[src/rtl/mfb_pkg.sv]
package mfb_pkg;

    // Default storage geometry of the frame store.
    localparam int FB_WORD_BITS_DEF = 32;
    localparam int FB_WORDS_DEF     = 256;

    // Field and register widths.
    localparam int MODE_W     = 3;
    localparam int COORD_W    = 8;
    localparam int W_W        = 8;
    localparam int H_W        = 7;
    localparam int CFG_IDX_W  = 1;
    localparam int CFG_DATA_W = 8;

    // Largest active display.
    localparam logic [W_W-1:0] MAX_W = 8'd128;
    localparam logic [H_W-1:0] MAX_H = 7'd64;

    // Clamped on-screen coordinates and the linear pixel index.
    localparam int X_W   = 7;
    localparam int Y_W   = 6;
    localparam int IDX_W = $clog2(128 * 64);

    // Configuration register indexes.
    localparam logic [CFG_IDX_W-1:0] CFG_IDX_WIDTH  = 1'b0;
    localparam logic [CFG_IDX_W-1:0] CFG_IDX_HEIGHT = 1'b1;

    typedef enum logic [MODE_W-1:0] {
        MODE_PIXEL  = 3'd0,
        MODE_LINE   = 3'd1,
        MODE_RECT   = 3'd2,
        MODE_FILLED = 3'd3,
        MODE_FILL   = 3'd4,
        MODE_READ   = 3'd5
    } t_mode;

    typedef enum logic [1:0] {
        EDGE_TOP,
        EDGE_LEFT,
        EDGE_RIGHT,
        EDGE_BOTTOM
    } t_edge;

    typedef enum logic [2:0] {
        T_IDLE,
        T_SEG,
        T_WAIT,
        T_FILL,
        T_FILLW,
        T_RESP
    } t_top_state;

    typedef enum logic [1:0] {
        LS_IDLE,
        LS_ISSUE,
        LS_WAIT
    } t_ls_state;

    typedef enum logic [2:0] {
        PX_SWEEP,
        PX_IDLE,
        PX_IDX,
        PX_MUL,
        PX_REM,
        PX_COR,
        PX_WR
    } t_px_state;

    // One pixel access: write ink, or read when rd is set.
    typedef struct packed {
        logic           valid;
        logic           rd;
        logic           ink;
        logic [X_W-1:0] x;
        logic [Y_W-1:0] y;
    } t_pix_req;

    typedef struct packed {
        logic ready;
        logic done;
        logic rd_bit;
    } t_pix_rsp;

    // Whole-store sweep that writes every word with the ink.
    typedef struct packed {
        logic valid;
        logic ink;
    } t_sweep_req;

    typedef struct packed {
        logic           valid;
        logic           rd;
        logic           ink;
        logic [X_W-1:0] x0;
        logic [Y_W-1:0] y0;
        logic [X_W-1:0] x1;
        logic [Y_W-1:0] y1;
    } t_seg_req;

    typedef struct packed {
        logic ready;
        logic done;
        logic rd_bit;
    } t_seg_rsp;

endpackage

[src/rtl/mfb_line_step.sv]
module mfb_line_step (
    input  logic                 i_clk,
    input  logic                 i_rst_n,
    input  mfb_pkg::t_seg_req    i_seg_req,
    output mfb_pkg::t_seg_rsp    o_seg_rsp,
    output mfb_pkg::t_pix_req    o_pix_req,
    input  mfb_pkg::t_pix_rsp    i_pix_rsp
);

    localparam int X_W   = mfb_pkg::X_W;
    localparam int Y_W   = mfb_pkg::Y_W;
    localparam int ERR_W = X_W + 3;

    mfb_pkg::t_ls_state r_state, n_state;

    logic [X_W-1:0]          r_x, n_x;
    logic [Y_W-1:0]          r_y, n_y;
    logic [X_W-1:0]          r_x1, n_x1;
    logic [Y_W-1:0]          r_y1, n_y1;
    logic [X_W-1:0]          r_dx, n_dx;
    logic [Y_W-1:0]          r_dy, n_dy;
    logic                    r_sx_neg, n_sx_neg;
    logic                    r_sy_neg, n_sy_neg;
    logic signed [ERR_W-1:0] r_err, n_err;
    logic                    r_ink, n_ink;
    logic                    r_rd, n_rd;
    logic                    r_done, n_done;
    logic                    r_bit, n_bit;

    logic                    x_fwd;
    logic                    y_fwd;
    logic [X_W-1:0]          dx0;
    logic [Y_W-1:0]          dy0;
    logic signed [ERR_W-1:0] dxs;
    logic signed [ERR_W-1:0] dys;

    assign x_fwd = (i_seg_req.x0 < i_seg_req.x1);
    assign y_fwd = (i_seg_req.y0 < i_seg_req.y1);
    assign dx0   = x_fwd ? (i_seg_req.x1 - i_seg_req.x0) : (i_seg_req.x0 - i_seg_req.x1);
    assign dy0   = y_fwd ? (i_seg_req.y1 - i_seg_req.y0) : (i_seg_req.y0 - i_seg_req.y1);
    assign dxs   = $signed(ERR_W'(r_dx));
    assign dys   = $signed(ERR_W'(r_dy));

    assign o_seg_rsp.ready  = (r_state == mfb_pkg::LS_IDLE);
    assign o_seg_rsp.done   = r_done;
    assign o_seg_rsp.rd_bit = r_bit;

    assign o_pix_req.valid = (r_state == mfb_pkg::LS_ISSUE);
    assign o_pix_req.rd    = r_rd;
    assign o_pix_req.ink   = r_ink;
    assign o_pix_req.x     = r_x;
    assign o_pix_req.y     = r_y;

    always_comb begin
        n_state  = r_state;
        n_x      = r_x;
        n_y      = r_y;
        n_x1     = r_x1;
        n_y1     = r_y1;
        n_dx     = r_dx;
        n_dy     = r_dy;
        n_sx_neg = r_sx_neg;
        n_sy_neg = r_sy_neg;
        n_err    = r_err;
        n_ink    = r_ink;
        n_rd     = r_rd;
        n_done   = 1'b0;
        n_bit    = r_bit;
        case (r_state)
            mfb_pkg::LS_IDLE: begin
                if (i_seg_req.valid) begin
                    n_x      = i_seg_req.x0;
                    n_y      = i_seg_req.y0;
                    n_x1     = i_seg_req.x1;
                    n_y1     = i_seg_req.y1;
                    n_dx     = dx0;
                    n_dy     = dy0;
                    n_sx_neg = !x_fwd;
                    n_sy_neg = !y_fwd;
                    n_ink    = i_seg_req.ink;
                    n_rd     = i_seg_req.rd;
                    // Error starts at half the major delta, truncated toward zero, and negated when dy >= dx.
                    if (dx0 > X_W'(dy0)) begin
                        n_err = $signed(ERR_W'(dx0 >> 1));
                    end else begin
                        n_err = -$signed(ERR_W'(dy0 >> 1));
                    end
                    n_state = mfb_pkg::LS_ISSUE;
                end
            end
            mfb_pkg::LS_ISSUE: begin
                if (i_pix_rsp.ready) begin
                    n_state = mfb_pkg::LS_WAIT;
                end
            end
            mfb_pkg::LS_WAIT: begin
                if (i_pix_rsp.done) begin
                    n_bit = i_pix_rsp.rd_bit;
                    if ((r_x == r_x1) && (r_y == r_y1)) begin
                        n_done  = 1'b1;
                        n_state = mfb_pkg::LS_IDLE;
                    end else begin
                        if (r_err > -dxs) begin
                            n_err = n_err - dys;
                            n_x   = r_sx_neg ? (r_x - X_W'(1)) : (r_x + X_W'(1));
                        end
                        if (r_err < dys) begin
                            n_err = n_err + dxs;
                            n_y   = r_sy_neg ? (r_y - Y_W'(1)) : (r_y + Y_W'(1));
                        end
                        n_state = mfb_pkg::LS_ISSUE;
                    end
                end
            end
            default: begin
                n_state = mfb_pkg::LS_IDLE;
            end
        endcase
    end

    always_ff @(posedge i_clk) begin
        if (!i_rst_n) begin
            r_state <= mfb_pkg::LS_IDLE;
            r_done  <= 1'b0;
            r_bit   <= 1'b0;
        end else begin
            r_state <= n_state;
            r_done  <= n_done;
            r_bit   <= n_bit;
        end
    end

    always_ff @(posedge i_clk) begin
        r_x      <= n_x;
        r_y      <= n_y;
        r_x1     <= n_x1;
        r_y1     <= n_y1;
        r_dx     <= n_dx;
        r_dy     <= n_dy;
        r_sx_neg <= n_sx_neg;
        r_sy_neg <= n_sy_neg;
        r_err    <= n_err;
        r_ink    <= n_ink;
        r_rd     <= n_rd;
    end

endmodule
[config.mk]
export PLATFORM = sky130hd
export DESIGN_NAME = mfb_line_step
export DESIGN_NICKNAME = d
export VERILOG_FILES = /design/src/rtl/mfb_pkg.sv /design/src/rtl/mfb_line_step.sv
export SDC_FILE = /design/constraint.sdc
export NUM_CORES = 1
export LEC_CHECK = 0
export BUFFER_PORTS_ARGS = -buffer_cell sky130_fd_sc_hd__clkbuf_2
export CAP_MARGIN = 0
export CORE_ASPECT_RATIO = 1.5
export CORE_MARGIN = 2
export CORE_UTILIZATION = 47
export CTS_CLUSTER_DIAMETER = 50
export CTS_CLUSTER_SIZE = 30
export DETAILED_ROUTE_END_ITERATION = 7
export PLACE_DENSITY = 0.63
export SYNTH_ARGS = -nofsm -noshare
export SYNTH_HDL_FRONTEND = slang
export SYNTH_SLANG_ARGS = --single-unit
[constraint.sdc]
create_clock -name i_clk -period 5.8 [get_ports i_clk]
set_clock_uncertainty 0.15 [all_clocks]
set_input_delay 0.58 -clock i_clk [delete_from_list [all_inputs] [get_ports i_clk]]
set_output_delay 0.58 -clock i_clk [all_outputs]
set_load 0.05 [all_outputs]
==> flow_summary.yaml <==
critical_path:
  crit_required_ns: 5.73
  cp-endpoint: "r_err[8]"
  endpoint_kind: "flop"
  cp-startpoint: "r_dx[4]"
  worstReg2RegEnd: "r_err[8]"
  critPathBufInv: 1
  rr_startpoint: "r_dx[4]"
  rrSetupSlack_ns: 0.72
  critical-path-top-delay-family: "simple AND/OR/NAND/NOR gates"
  path_max_fanout: 12
  crit_arrival_ns: 5.01
  cp_slowest_stage_delay_ns: 0.59
  path_depth: 17
  cp_cell_sequence: "or4_1 -> nor2_1 -> xor2_1 -> ha_1 -> nand4_1 -> or2_1 -> o2111a_1 -> a21oi_1 -> buf_4 -> mux2_2 -> ha_1 -> nor2b_1 -> o31a_1 -> o41ai_1 -> a21oi_1 -> or3_1 -> a31o_1"
  worstSetupPathType: "reg -> reg"
  start_kind: "flop"
  rr_worst_depth: 17
  crit_slowest_cell: "or4_1"
timing:
  fmax_ghz: 0.197
  worst_pin_slew_ns: 1.18
  hold_viol: 0
  finalSetupTns_ns: 0
  rsz0062_at_grt: "false"
  fin_crit_ns: 5.08
  relSlewSlack_pct: 21.2
  setup_viol: 0
  finalMaxSlewViolations: 0
  timing.final.crit_share_pct: 87.5
layout:
  syn2layout_area_growth_pct: 12.9
  antenna_cells: 0
  fin_area_um2: 5790
  post_route_cells_drive_above_1_share_pct: 15.4
  finalNonFillerCells: 734
  nNetsFinal: 692
  fill_cells: 996
  postLayoutCoreUtil_pct: 54.6
pwr:
  leakagePower_nw: 2.65
  finalPower_mw: 2.18
  p_per_area_nw_per_um2: 378
  vdd_drop_max_v: 0.000247
placed_design:
  place_area_um2: 5490
  place_congestion: 0.935
  port_buffers: 52
  place_hpwl_um: 9750
  placedCellCount: 718
global_route:
  grt_pass1_wl_um: 19800
  grt.total_usage_pct: 22.1
  grt_pass1_vias: 4020
  grt_overflow_total: 0
  antenna_found_initial: 0
  grt_max_degree: 35
outcome:
  status: "finished clean"
cts:
  cts_hold_buf: 0
  root_buffer: "clkbuf_16"
  cts_setup_buffers: 0
  cts_buffers: 9
  clkSinkCount: 57
  clock_latency_ns: 0.33
  cts_tree: "yes"
  htree_levels: 3
  clock_path_buffers: 2
  path_clk_slew_ns: 0.05
  cts_resized: 0
synthesis:
  avgSynthCellArea_um2: 9.56
  ys_seq_elements: 57
  yosys_most_used_dff: "edfxtp_1"
  synthCells: 536
  seq_area_frac_synth_pct: 32.6
  yosysWarningCount: 0
  synth_edf_count: 53
  syn_nets: 643
  synth-async-reset-ratio_pct: 0
  ys_types: 69
  syn_area_um2: 5130
min_path:
  hold_start: "i_seg_req[26]"
  hp-class: "in -> reg"
routing:
  wl_per_cell_um: 16.7
  first_pass_iters: 5
  wl_um: 12200
  via_per_inst: 5.44
  drtIter0Drc: 163
  ant_nets: 0
  num_vias: 3991
  drc: 0
floorplanning:
  die_y_um: 132
  io_pins: 53
  die_w_um: 89.3
  start_util_pct: 48.4
  coreArea_um2: 10600
  die_area_um2: 11800
  rows: 46
job:
  drv_cap: 0
[Yosys cell counts (all sizes together), types with 9 or more instances]
cell    number  area share, %
inv         68            5.0
ha          65             16
edfxtp      53             31
nand2       39            3.0
o21ai       35            3.4
xnor2       30            5.1
a21oi       27            2.7
nor2        27            2.0
xor2        18            3.1
nor2b       15            1.8
mux2i       12            2.3
a21o        10            1.5
buf          9            1.3
[power by group]
part / internal [mW] / switching, mW
Sequential: 0.535 / 0.0653
Combinational: 0.454 / 0.617
Clock: 0.334 / 0.180
Total: 1.32 / 0.862
[per-layer routing]
metal	GRT usage (%)	vias to the layer above	wire length (um)
li1	-	1993	-
met1	24.8	1878	4710
met2	39.3	91	6640
met3	3.38	29	411
met4	10.4	0	486
met5	0	-	0
[area by class of cell]
type	count	area [um2]	area share [%]
clock buffer	14	284	4.91
sequential	57	1670	28.9
tap	144	180	3.11
multi-input combinational	394	3100	53.6
inverter	68	255	4.41
timing repair buffer	55	283	4.89
clock inverter	2	10.0	0.173
[worst register-to-register path, delay by kind of cell, from the launching register on]
kind                     cells  cell delay [ns]
multiplexers                 1             0.37
XOR/XNOR                     1             0.08
AND/OR/NAND/NOR              6             1.63
buffers and inverters        1             0.22
AO/OA/AOI/OAI                6             1.34
adder cells (fa/ha/maj)      2             0.60
flip-flops                   1             0.43
[cells by family after synthesis]
family,after synthesis,share of synthesized area [%]
flip-flops,57,32.6
AND/OR/NAND/NOR,134,13.6
XOR/XNOR,48,8.20
adder cells (fa/ha/maj),73,19.0
AO/OA/AOI/OAI,122,16.3
multiplexers,17,3.44
buffers and inverters,85,6.86
[flip-flops by register name (all words and copies together), names as in the netlist]
| register | cells |
|---|---|
| r_bit | 1 |
| r_sx_neg | 1 |
| r_y1 | 6 |
| r_rd | 1 |
| r_dy | 6 |
| r_dx | 7 |
| r_done | 1 |
| r_err | 10 |
| r_state | 2 |
| r_y | 6 |
| r_x | 7 |
| r_x1 | 7 |
| r_sy_neg | 1 |
| r_ink | 1 |
[stage by stage]
step | hold WS [ns] | setup WS, ns
after floorplan | 0.294 | 1.03
after global placement | 0.303 | 0.888
after detailed placement | 0.338 | 0.756
after CTS | 0.269 | 0.725
after global routing | 0.270 | 0.353
final | 0.279 | 0.723
[layout by cell type, fill, tap and decap left out, types with 4 or more instances in the layout]
cell and n:
clkbuf_2 52, nor2b_1 15, clkbuf_8 4, o21ai_0 31, a211oi_1 5, fa_1 8, edfxtp_1 53, a21oi_1 26
mux2_2 5, nand3b_1 4, nand3_1 8, nor2_1 27, ha_1 65, a21o_1 10, o21a_1 7, xnor2_1 30
o22ai_1 4, nand4_1 5, nor4_1 5, xor2_1 18, nor3_1 4, nand2_1 37, nand2b_1 7, dfxtp_1 4
mux2i_1 12, inv_1 68, o21ai_1 4, clkbuf_16 9
[worst min path at each step]
stage | endpoint | cells after the start
2_1_floorplan | r_bit | 2
3_3_place_gp | r_bit | 2
3_5_place_dp | r_bit | 2
4_1_cts | r_ink | 1
5_1_grt | r_rd | 1
6_report | r_ink | 1
No activity file was read; power rests on OpenSTA's default activity.
